==> config.mk <==
export PLATFORM = sky130hd
export DESIGN_NAME = fnvh_ram
export DESIGN_NICKNAME = d
export VERILOG_FILES = /design/src/fnvh_ram.sv
export SDC_FILE = /design/constraint.sdc
export NUM_CORES = 1
export LEC_CHECK = 0
export CAP_MARGIN = 20
export CORE_ASPECT_RATIO = 0.8
export CORE_MARGIN = 2
export CORE_UTILIZATION = 30
export DETAILED_ROUTE_END_ITERATION = 12
export DONT_BUFFER_PORTS = 1
export PLACE_DENSITY = 0.56
export SYNTH_ARGS = -nofsm -noshare
export SYNTH_HDL_FRONTEND = slang
export SYNTH_SLANG_ARGS = --single-unit
==> constraint.sdc <==
create_clock -name i_clk -period 1.8 [get_ports i_clk]
set_input_delay 0.09 -clock i_clk [delete_from_list [all_inputs] [get_ports i_clk]]
set_output_delay 0.09 -clock i_clk [all_outputs]
set_load 0.01 [all_outputs]
==> src/fnvh_ram.sv <==
// ----------------------------------------------------------------------------
// fnvh_ram
// Single-port-write, single-port-read RAM with registered read data.
// ----------------------------------------------------------------------------
module fnvh_ram #(
    parameter int WIDTH = 8,
    parameter int DEPTH = 16
) (
    input  logic                     i_clk,
    input  logic                     i_we,
    input  logic [$clog2(DEPTH)-1:0] i_waddr,
    input  logic [WIDTH-1:0]         i_wdata,
    input  logic [$clog2(DEPTH)-1:0] i_raddr,
    output logic [WIDTH-1:0]         o_rdata
);
    logic [WIDTH-1:0] r_mem [DEPTH];

    always_ff @(posedge i_clk) begin
        if (i_we) begin
            r_mem[i_waddr] <= i_wdata;
        end
        o_rdata <= r_mem[i_raddr];
    end
endmodule

# Word level (Yosys, flattened, before mapping)
# Memory sizes are Yosys's and may differ from the RTL's. A register that Yosys moved wholly into a read port is not among the register bits.
# Cells that the tools add are included.
[word_totals]
reg_bits = 0
inputBits = 18
out_inout_bits = 8
elab_cells = 3
mem_count = 1
ram_bits = 128
[mem_list]
columns = ["name", "depth", "word_bits", "rd", "rd_clocked_by_memory_dff", "wr", "line_no", "text"]
rows = [
  ["r_mem", 16, 8, 1, 1, 1, "16", "logic [WIDTH-1:0] r_mem [DEPTH];"],
]
[classes]
muxes = 2
[ops]
columns = ["cell", "n"]
rows = [
  ["$mux 1", 2],
]

# Logic depth before layout (Yosys ltp)
[depth]
word_depth = 2
mapped_depth = 5
ltp_nobuf = 3

# Least setup slack after synthesis
# OpenSTA, ideal clock, no wires.
[synth_timing]
path_type = "input to register"
startpoint = "input i_waddr[2]"
endpoint = "memory r_mem[0][0], enable pin"
setup_slack_ns = 0.217
setup_ns = 0.383
required_ns = 1.417
cell_stages = 2
n_path_buf = 0
t_arrival_ns = 1.200
path_cell_list = "or3b_2 nor3_1"
[synth_lines]
columns = ["element", "line_no", "text"]
rows = [
  ["from (decl)", "11", "input logic [$clog2(DEPTH)-1:0] i_waddr,"],
  ["to (decl)", "16", ""],
]
# No word-level cell before the write port.

==> impl_metrics.csv <==
group,metric,value,unit
status,status,"finished clean",
timing,clock_skew,0.0228,ns
timing,fmax,0.692,GHz
route,wirelength,10700,µm
setup_path,r2r_cells,3,
pwr,p_clk_share,46.9,%
setup_path,worstPathCellList,"dlygate4sd3_1 -> mux4_1 -> a22oi_1 -> nand2_1",
pwr,p_sw_share,19.4,%
place,gp_congestion,0.788,
synth,yosysWarnings,0,
timing,hold_viol,0,
setup_path,timing.rr.start,"r_mem[0][1]",
pwr,leakage,2.00,nW
setup_path,arrival,1.72,ns
setup_path,end_kind,"register",
pwr,seq_power_share,49.5,%
synth,synth_edf_count,128,
pwr,p_comb_share,3.6,%
cells_and_area,final_nets,283,
timing,slew_violations,0,
pwr,p_switching,1.40,mW
timing,setup_viol,0,
synth,yosys.cell_types.count,19,
worst_hold_path,min_from,"i_raddr[1]",
synth,syn_inst,229,
clocking,cts_max_path_buffers,2,
synth,synth.avg_cell_area,22.5,µm²
clocking,cts_tree,"done",
timing,rsz0062_at_grt,"no",
route,num_vias,2395,
route,drt-initial-drc-count,174,
worst_hold_path,hold_depth,3,
setup_path,startpoint,"i_raddr[1]",
route,drc,0,
setup_path,cp_slowest_cell,"dlygate4sd3_1",
cells_and_area,drive_gt1_share,23.7,%
clocking,clock_sinks,136,
die,dieArea,18200,µm²
timing,period_needed,1.45,ns
setup_path,crit_fanout,25,
die,start_util,30.9,%
synth,ys_ff_latch,136,
grt,grt_overflow,0,
clocking,cts-root-buf,"clkbuf_16",
route,drtAntennaViolNets,0,
clocking,cts_resized,0,
grt,grtUsageTotal,12.8,%
clocking,clk_pin_slew,0.05,ns
grt,antenna_found_initial,3,
clocking,postCtsHoldBufs,9,
die,die_width,150,µm
cells_and_area,postLayoutCoreUtil,36.9,%
timing,maxSlewHeadroom,57.3,%
die,die_height,121,µm
worst_hold_path,hold_class,"in -> reg",
pwr,peakVddDrop,0.602,mV
setup_path,cpPeakStageDelay,0.93,ns
synth,syn_area,5150,µm²
clocking,cts_buffers,17,
synth,synth_nets,247,
grt,grt_pass1_wl,15700,µm
setup_path,startpoint_type,"primary input",
clocking,post_cts_buffers,0,
timing,worst_pin_slew,0.638,ns
flow_run,maxCapViolCount,0,
die,rows,42,
synth,seq_area_frac_synth,77.8,%
timing,tns,0,ns
cells_and_area,syn_to_final_growth,19.5,%
die,num_io_pins,26,
synth,synth-async-reset-ratio,0,%
place,portBuffers,0,
route,firstDrtPassIters,4,
clocking,cts-htree-levels,4,
pwr,power.density,1170,nW/µm²
die,core,16700,µm²
place,hpwl,6500,µm
timing,fin_crit_sh,80.3,%
grt,grt_pass1_vias,2452,
setup_path,crit_required,2.08,ns
route,drt-wirelength-per-cell,21.5,µm
setup_path,crit_type,"in -> reg",
route,vias_per_cell,4.80,
synth,ys.flop_type,"edfxtp_1",
grt,grt_max_degree,33,
clocking,clk_latency,0.42,ns
pwr,intPower,5.83,mW
==> worst max-delay path, delay by kind of cell <==
kind / cells / cell delay, ns
buffers and inverters: 1 / 0.93
AO/OA/AOI/OAI: 1 / 0.23
multiplexers: 1 / 0.38
AND/OR/NAND/NOR: 1 / 0.09
==> stage by stage <==
step,std cells,instance area [µm²],hold WS (ns),power [mW],worst slack [ns]
2_1_floorplan,229,5150,0.189,3.81,0.217
3_3_place_gp,457,5470,0.190,3.84,0.464
3_5_place_dp,457,5470,0.191,3.84,0.451
4_1_cts,498,6150,0.00178,7.29,0.376
5_1_grt,499,6150,0.0186,7.49,0.286
6_report,499,6150,0.0132,7.23,0.355
==> kinds of logic (layout without fill, tap and decap cells) <==
family          Yosys count  count (layout)  share of synthesized area, %
flops                   136             136                          77.8
simple gates             35              35                          3.18
mux                      32              32                          15.0
compound gates           16              16                          2.33
buf+inv                  10              59                          1.68
other cells               0               1                             0
==> power groups by stage <==
| stage | registers (mW) | clock network [mW] | logic (mW) |
|---|---|---|---|
| 4_1_cts | 3.58 | 3.45 | 0.261 |
| 5_1_grt | 3.58 | 3.63 | 0.279 |
| 3_5_place_dp | 3.65 | 0 | 0.199 |
| 3_3_place_gp | 3.64 | 0 | 0.198 |
| 2_1_floorplan | 3.63 | 0 | 0.180 |
| 6_report | 3.58 | 3.39 | 0.259 |
==> per-layer routing <==
| metal | up-vias | share of wire, % | track usage [%] |
|---|---|---|---|
| met1 | 1270 | 44 | 16.5 |
| met4 | 4 | 0.56 | 5.01 |
| met2 | 66 | 48 | 19.3 |
| li1 | 1047 | - | - |
| met3 | 8 | 6.4 | 5.08 |
| met5 | - | 0.20 | 0 |
==> sequential cells by signal, indices dropped and copies added, names as in the netlist <==
register	count
r_mem	128
o_rdata	8
==> final timing paths <==
path,slack [ns],to
setup reg to reg,0.44,o_rdata[1]
hold reg to reg,0.69,o_rdata[1]
hold / removal,0.01,o_rdata[0]
setup / recovery,0.35,o_rdata[5]
==> final cells by class <==
class,count,area [µm²]
clock buffers,19,433
multi-input cells,83,1060
repair buffers,27,225
fillers,1488,10500
flip-flops and latches,136,4000
clock inverters,13,156
well taps,220,275
diodes,1,2.50
==> cells in the mapped netlist, types with 2 or more instances <==
master           number  share of area (%)
edfxtp_1            128                 75
mux4_2               18                7.9
a22oi_1              16                2.3
mux4_1               14                7.1
nor2_1               13               0.95
nand2_1               9               0.66
dfxtp_1               8                3.1
nor3_1                4               0.39
buf_2                 3               0.29
buf_6                 3               0.66
clkdlybuf4s25_2       3               0.58
nand2b_1              2               0.24
nand3b_1              2               0.29
==> layout by cell type, fill, tap and decap left out <==
| master | count |
|---|---|
| nor2_1 | 13 |
| mux4_1 | 14 |
| and2_1 | 1 |
| and2b_1 | 1 |
| bufinv_16 | 3 |
| nand3b_1 | 2 |
| clkbuf_1 | 2 |
| edfxtp_1 | 128 |
| diode_2 | 1 |
| nor2b_1 | 1 |
| nor3_1 | 4 |
| or3b_2 | 1 |
| clkinv_4 | 2 |
| nand3_1 | 1 |
| clkinvlp_4 | 4 |
| clkinv_1 | 1 |
| a22oi_1 | 16 |
| dfxtp_1 | 8 |
| nand2b_1 | 2 |
| dlygate4sd3_1 | 9 |
| clkinv_2 | 3 |
| clkbuf_16 | 17 |
| nand2_1 | 9 |
| mux4_2 | 18 |
| buf_4 | 18 |
No activity file was read; power rests on OpenSTA's default activity.
