### src/fnvh_pkg.sv
// ----------------------------------------------------------------------------
// fnvh_pkg
// Shared constants and types for the chained hash table.
// ----------------------------------------------------------------------------
package fnvh_pkg;
    localparam int BUCKETS = 256;
    localparam int NODES = 1024;
    localparam int KEY_BYTES_MAX = 8;
    localparam int VALUE_BYTES_MAX = 8;
    localparam int BW = (BUCKETS > 1) ? $clog2(BUCKETS) : 1;
    localparam int NW = $clog2(NODES);
    localparam int CW = $clog2(NODES + 1);
    localparam logic [31:0] FNV_BASIS = 32'd2166136261;
    localparam logic [31:0] FNV_MULT = 32'd16777619;
    localparam logic [1:0] REG_BUCKETS = 2'd0;
    localparam logic [1:0] REG_KEYB = 2'd1;
    localparam logic [1:0] REG_VALB = 2'd2;
    localparam logic [1:0] REG_CAP = 2'd3;
    localparam logic [1:0] ST_OK = 2'd0;
    localparam logic [1:0] ST_MISS = 2'd1;
    localparam logic [1:0] ST_FULL = 2'd2;
    localparam int NODE_W = 64 + 64 + 1 + NW;
    localparam int HEAD_W = NW + NW;

    function automatic logic [63:0] byte_mask(input logic [3:0] n);
        logic [63:0] m;
        m = '0;
        for (int i = 0; i < 8; i++) begin
            if (4'(i) < n) begin
                m[i*8 +: 8] = 8'hff;
            end
        end
        return m;
    endfunction
endpackage

### src/fnvh_hash.sv
// ----------------------------------------------------------------------------
// fnvh_hash
// Byte-serial FNV-1a hash followed by a serial bucket reduction.
// ----------------------------------------------------------------------------
module fnvh_hash import fnvh_pkg::*; (
    input  logic          i_clk,
    input  logic          i_rst_n,
    input  logic          i_start,
    input  logic [63:0]   i_key,
    input  logic [3:0]    i_nbytes,
    input  logic [8:0]    i_bcount,
    output logic          o_done,
    output logic [BW-1:0] o_bucket
);
    localparam logic [1:0] H_IDLE = 2'd0;
    localparam logic [1:0] H_BYTE = 2'd1;
    localparam logic [1:0] H_MOD = 2'd2;

    logic [1:0] r_st;
    logic [31:0] r_h;
    logic [63:0] r_key;
    logic [3:0] r_left;
    logic [5:0] r_bit;
    logic [16:0] r_rem;
    logic [16:0] r_div;
    logic [31:0] w_x;
    logic [31:0] w_p;
    logic [17:0] w_sh;

    assign w_x = r_h ^ {24'd0, r_key[7:0]};
    assign w_p = w_x * FNV_MULT;
    assign w_sh = {r_rem, r_h[31]};
    assign o_bucket = r_rem[BW-1:0];

    always_ff @(posedge i_clk) begin
        if (!i_rst_n) begin
            r_st <= H_IDLE;
            o_done <= 1'b0;
        end else begin
            o_done <= (r_st == H_MOD) && (r_bit == 6'd1);
            unique case (r_st)
                H_IDLE: begin
                    if (i_start) begin
                        r_h <= FNV_BASIS;
                        r_key <= i_key;
                        r_left <= i_nbytes;
                        r_div <= 17'(i_bcount);
                        r_st <= H_BYTE;
                    end
                end
                H_BYTE: begin
                    r_h <= w_p;
                    r_key <= r_key >> 8;
                    r_left <= r_left - 4'd1;
                    if (r_left == 4'd1) begin
                        r_st <= H_MOD;
                        r_bit <= 6'd32;
                        r_rem <= '0;
                    end
                end
                H_MOD: begin
                    r_h <= r_h << 1;
                    if (w_sh >= 18'(r_div)) begin
                        r_rem <= 17'(w_sh - 18'(r_div));
                    end else begin
                        r_rem <= w_sh[16:0];
                    end
                    r_bit <= r_bit - 6'd1;
                    if (r_bit == 6'd1) begin
                        r_st <= H_IDLE;
                    end
                end
                default: r_st <= H_IDLE;
            endcase
        end
    end
endmodule

### config.mk
export PLATFORM = sky130hd
export DESIGN_NAME = fnvh_hash
export DESIGN_NICKNAME = d
export VERILOG_FILES = /design/src/fnvh_pkg.sv /design/src/fnvh_hash.sv
export SDC_FILE = /design/constraint.sdc
export NUM_CORES = 1
export LEC_CHECK = 0
export BUFFER_PORTS_ARGS = -buffer_cell sky130_fd_sc_hd__buf_2
export CORE_UTILIZATION = 62
export DETAILED_ROUTE_END_ITERATION = 6
export GPL_TIMING_DRIVEN = 0
export PLACE_DENSITY = 0.82
export SLEW_MARGIN = 20
export SYNTH_ARGS = -nofsm -noshare
export SYNTH_HDL_FRONTEND = slang
export SYNTH_SLANG_ARGS = --single-unit
### constraint.sdc
create_clock -name i_clk -period 6.5 [get_ports i_clk]
set_input_delay 0.975 -clock i_clk [delete_from_list [all_inputs] [get_ports i_clk]]
set_output_delay 0.975 -clock i_clk [all_outputs]
set_load 0.01 [all_outputs]
Word level (Yosys, flattened, before mapping)
Index checks and enable logic that the tools add are counted.
Widths: inputs -> output; s select.
{"block": "word_totals", "regBits": 135, "latch_bits": 0, "mem_bits_rw": 0, "rom_bits": 0, "inputBits": 80, "out_inout_bits": 9, "wordCells": 46, "memories": 0}
{"block": "op_classes", "n_addsub": 3, "mul": 1, "div": 0, "order_cmp": 1, "eq_ne": 7, "shifts": 0, "mux": 15, "bitwise": 1, "reduce_logical": 10}
{"operator": "$pmux 64 s2", "count": 1}
{"operator": "$pmux 32 s3", "count": 1}
{"operator": "$mux 64", "count": 1}
{"operator": "$mux 17", "count": 2}
{"operator": "$pmux 17 s2", "count": 1}
{"operator": "$mul 32x25->32 const B", "count": 1}
{"operator": "$mux 32", "count": 1}
{"operator": "$xor 32x8->32", "count": 1}
{"operator": "$ge 18x9->1", "count": 1}
{"operator": "$sub 17x9->17", "count": 1}
{"operator": "$reduce_and 3->1", "count": 5}
{"operator": "$pmux 6 s2", "count": 1}
{"operator": "$pmux 4 s2", "count": 1}
{"operator": "$eq 6x1->1 const B", "count": 1}
{"operator": "$mux 2", "count": 3}
{"operator": "$mux 6", "count": 1}
{"operator": "$pmux 2 s3", "count": 1}
{"operator": "$sub 6x1->6 const B", "count": 1}
{"operator": "$eq 4x1->1 const B", "count": 1}
{"operator": "$mux 4", "count": 1}
{"operator": "$ne 2x2->1 const B", "count": 2}
{"operator": "$reduce_bool 2->1", "count": 2}
{"operator": "$sub 4x1->4 const B", "count": 1}
{"operator": "$reduce_bool 3->1", "count": 1}
{"operator": "5 further kinds", "count": 5}

Longest topological paths before layout
{"block": "depth", "depth_word": 3, "mapped_depth": 23, "ltp_nobuf": 22}

Least setup slack after synthesis
No wires, ideal clock.
{"block": "synth_timing", "kind": "register to register", "from": "register r_h[5]", "to": "register r_h[31] (data pin)", "setup_ns": 0.261, "t_arrival_ns": 5.340, "required_ns": 6.239, "slack_ns": 0.899, "path_stages_with_launch": 20, "path_buffers": 0, "synth_period_minus_slack_ns": 5.601, "cell_sequence": "edfxtp_1 xor2_1 ha_1 ha_1 fa_1 ha_1 fa_1 ha_1 inv_1 fa_1 inv_1 ha_1 a2111oi_0 o21ai_0 a211oi_2 a211oi_2 a211oi_1 nor2_1 xnor2_1 a221o_1"}
{"block": "synth_between", "elab_chain_len": 3}
{"element": "start, declared", "line": "fnvh_hash.sv:20", "text": "logic [31:0] r_h;"}
{"element": "start signal, assigned", "line": "fnvh_hash.sv:52", "text": "r_h <= w_p;"}
{"element": "start signal, assigned", "line": "fnvh_hash.sv:62", "text": "r_h <= r_h << 1;"}
{"element": "$xor 32x8->32", "line": "fnvh_hash.sv:30", "text": "assign w_x = r_h ^ {24'd0, r_key[7:0]};"}
{"element": "$mul 32x25->32", "line": "fnvh_hash.sv:31", "text": "assign w_p = w_x * FNV_MULT;"}
{"element": "$pmux 32 s3", "line": "fnvh_hash.sv:41", "text": "unique case (r_st)"}
No other way between the ends.
A chain may end at the register's enable or synchronous reset.

Worst setup path in the final report
{"block": "layout_timing", "from": "register r_h[7]", "to": "register r_h[31] (data pin)"}
Same word-level chain as after synthesis.

==> impl_metrics.env <==
export IMPL_r2r_start="r_h[7]"
export IMPL_grt_pass1_vias=8934
export IMPL_grt_max_degree=26
export IMPL_hold_path_class="reg2reg"
export IMPL_antenna_cells=0
export IMPL_outcome="finished, final reports clean"
export IMPL_syn_nets=1474
export IMPL_cts_tree="done"
export IMPL_ant_nets=0
export IMPL_synth_distinct_cells=69
export IMPL_synth_seq_area_share_pct=33.08
export IMPL_startpoint_type="flip-flop"
export IMPL_htreeDepth=4
export IMPL_multi_input_area_um2=7296
export IMPL_fin_nets=1589
export IMPL_antenna_found_initial=0
export IMPL_die_w_um=142.1
export IMPL_synth_warnings=0
export IMPL_synth_top_cell_area_share_pct=32.59
export IMPL_grt_use_total_pct=28.61
export IMPL_core_um2=18960
export IMPL_cts_made_buffers=17
export IMPL_die_area_um2=20180
export IMPL_fillCellCount=1280
export IMPL_hold_viol=0
export IMPL_drc=0
export IMPL_syn_area_per_cell_um2=10.88
export IMPL_drtPass1Iterations=5
export IMPL_synthFlopType="edfxtp_1"
export IMPL_async_flop_share_pct=0
export IMPL_num_io_pins=89
export IMPL_yosys_area_top_type="edfxtp_1"
export IMPL_overflow=0
export IMPL_initial_core_util_pct=64.17
export IMPL_critPathMaxFanout=6
export IMPL_synth_area_leaders="edfxtp_1, ha_1, fa_1"
export IMPL_slew_violations=0
export IMPL_whs_ns=0.5448
export IMPL_clock_fmax_mhz=164.1
export IMPL_finalCoreUtilization_pct=72.55
export IMPL_layout_drive_gt1_share_pct=17.74
export IMPL_ctsHoldBuffers=0
export IMPL_setup_viol=0
export IMPL_clk_pin_slew_ns=0.07
export IMPL_finalCriticalPeriod_ns=6.093
export IMPL_min_from="r_key[40]"
export IMPL_avgViaCountPerCell=5.756
export IMPL_setup_tns_ns=0
export IMPL_grt_pass1_wl_um=43790
export IMPL_critPathRequiredTime_ns=6.68
export IMPL_num_vias=8669
export IMPL_crit_start="r_h[7]"
export IMPL_wl_per_cell_um=18.10
export IMPL_portBuffers=88
export IMPL_clock_skew_ns=0.01165
export IMPL_criticalPathCategory="reg2reg"
export IMPL_cts_max_path_buffers=2
export IMPL_tightest_slew_ns=0.9308
export IMPL_drt_iter0_drc=688
export IMPL_drv_cap=0
export IMPL_cts_root_buf="clkbuf_16"
export IMPL_synth_seq_cells=135
export IMPL_finalCritPeriodShare_pct=93.74
export IMPL_dp_hpwl_um=20820
export IMPL_chipHeight_um=142.1
export IMPL_syn_inst=1118
export IMPL_place_congestion=0.9239
export IMPL_max_slew_margin_pct=37.72
export IMPL_end_kind="flip-flop"
export IMPL_fp_row_count=50
export IMPL_netlist_area_um2=12160
export IMPL_insertion_delay_ns=0.43
export IMPL_syn_to_final_growth_pct=13.06
export IMPL_wirelength_um=27250
export IMPL_arrival_ns=6.27
export IMPL_clock_sinks=135
export IMPL_synth_edff_count=132
export IMPL_seqCellArea_um2=4024
[path summary, 6_finish.rpt]
check,to,slack (ns),cells past startpoint
worst max-delay path,r_h[31],0.41,20
worst min-delay path,r_key[32],0.54,1
worst max register to register,r_h[31],0.41,20
worst min register to register,r_key[32],0.54,1
[routing by layer]
| metal | global-route usage, % | share of wire (%) |
|---|---|---|
| met5 | 0 | 0 |
| met4 | 10.13 | 2.8 |
| met3 | 5.350 | 6.9 |
| met2 | 51.01 | 51 |
| met1 | 34.53 | 39 |
[flip-flops by register name, indices dropped and copies added, names as in the netlist]
name and count:
o_done 1, r_st 2, r_key 64, r_left 4, r_div 9, r_bit 6
r_h 32, r_rem 17
[stage by stage]
step	cell area (um2)	setup WS [ns]	instances
after floorplan	12160	0.8988	1118
after global placement	12930	-0.4771	1466
after detailed placement	13080	0.1581	1471
after CTS	13660	0.06150	1503
after global routing	13750	-0.05915	1506
final	13750	0.4070	1506
[cell usage after synthesis (4+ instances only)]
cell type / instances
clkbuf_1: 13
a22oi_1: 6
a211oi_1: 6
a221o_1: 11
ha_1: 201
buf_1: 8
edfxtp_1: 132
nor3_1: 10
nand3_1: 14
and3_1: 5
a21o_1: 10
o21ai_0: 31
o31ai_1: 4
xnor2_1: 33
nor2_1: 62
fa_1: 75
nand2b_1: 9
nor2b_1: 11
a21oi_1: 40
xor2_1: 25
nand4_1: 5
mux2_2: 57
nand2_1: 52
buf_4: 9
a31oi_1: 8
inv_1: 208
o21a_1: 5
[cell families after synthesis]
kind of cell / Yosys count / share of synthesized area (%)
compound gates: 160 / 9.094
xor+xnor: 58 / 4.177
fa+ha+maj: 276 / 33.02
buf+inv: 240 / 7.695
flops: 135 / 33.08
mux: 58 / 5.360
simple gates: 191 / 7.571
[area by class of cell]
cell class                 instances  area share (%)
sequential                       135           29.26
multi-input combinational        743           53.05
clock inverter                    15           1.174
tap                              260           2.366
buffer                            31           1.101
inverter                         209           5.705
timing repair buffer              96           4.249
clock buffer                      17           3.093
[what timing repair did]
item | CTS | global route
setup buffers | 0 | 3
gates resized for setup | 0 | 9
setup endpoints to repair | 0 | 11
[critical path: stages (launching register included)]
cell and delay [ns]:
edfxtp_1 0.44, xnor2_1 0.31, inv_1 0.28, ha_1 0.35
ha_1 0.29, fa_1 0.49, ha_1 0.21, fa_1 0.48
ha_1 0.29, inv_1 0.05, fa_1 0.52, inv_1 0.04
ha_1 0.23, a2111oi_0 0.38, o21ai_1 0.18, a211oi_2 0.33
a211oi_2 0.18, a211oi_1 0.27, nor2_1 0.10, xnor2_1 0.13
a221o_1 0.30
[cells in the final DEF (no fill, tap or decap), types with 4 or more instances in the layout]
cell,synthesis,routed
a31oi_1,8,8
buf_4,9,12
ha_1,201,201
fa_1,75,75
a221o_1,11,11
nand3_1,14,14
nor2b_1,11,11
inv_1,208,208
buf_16,0,4
a21oi_1,40,38
edfxtp_1,132,132
and3_1,5,5
a21o_1,10,10
nor2_1,62,61
nand4_1,5,5
mux2_2,57,57
xnor2_1,33,33
o31ai_1,4,4
buf_1,8,8
nand2b_1,9,9
o21ai_0,31,30
nand2_1,52,52
xor2_1,25,19
a22oi_1,6,6
nor3_1,10,10
buf_2,1,89
clkbuf_16,0,17
a211oi_1,6,6
inv_6,0,5
xor2_2,0,4
clkbuf_1,13,13
o21a_1,5,5
Power is left out: the tool's default activity adds up to more than one toggle a clock period on the data nets, which glitch-free logic cannot reach.
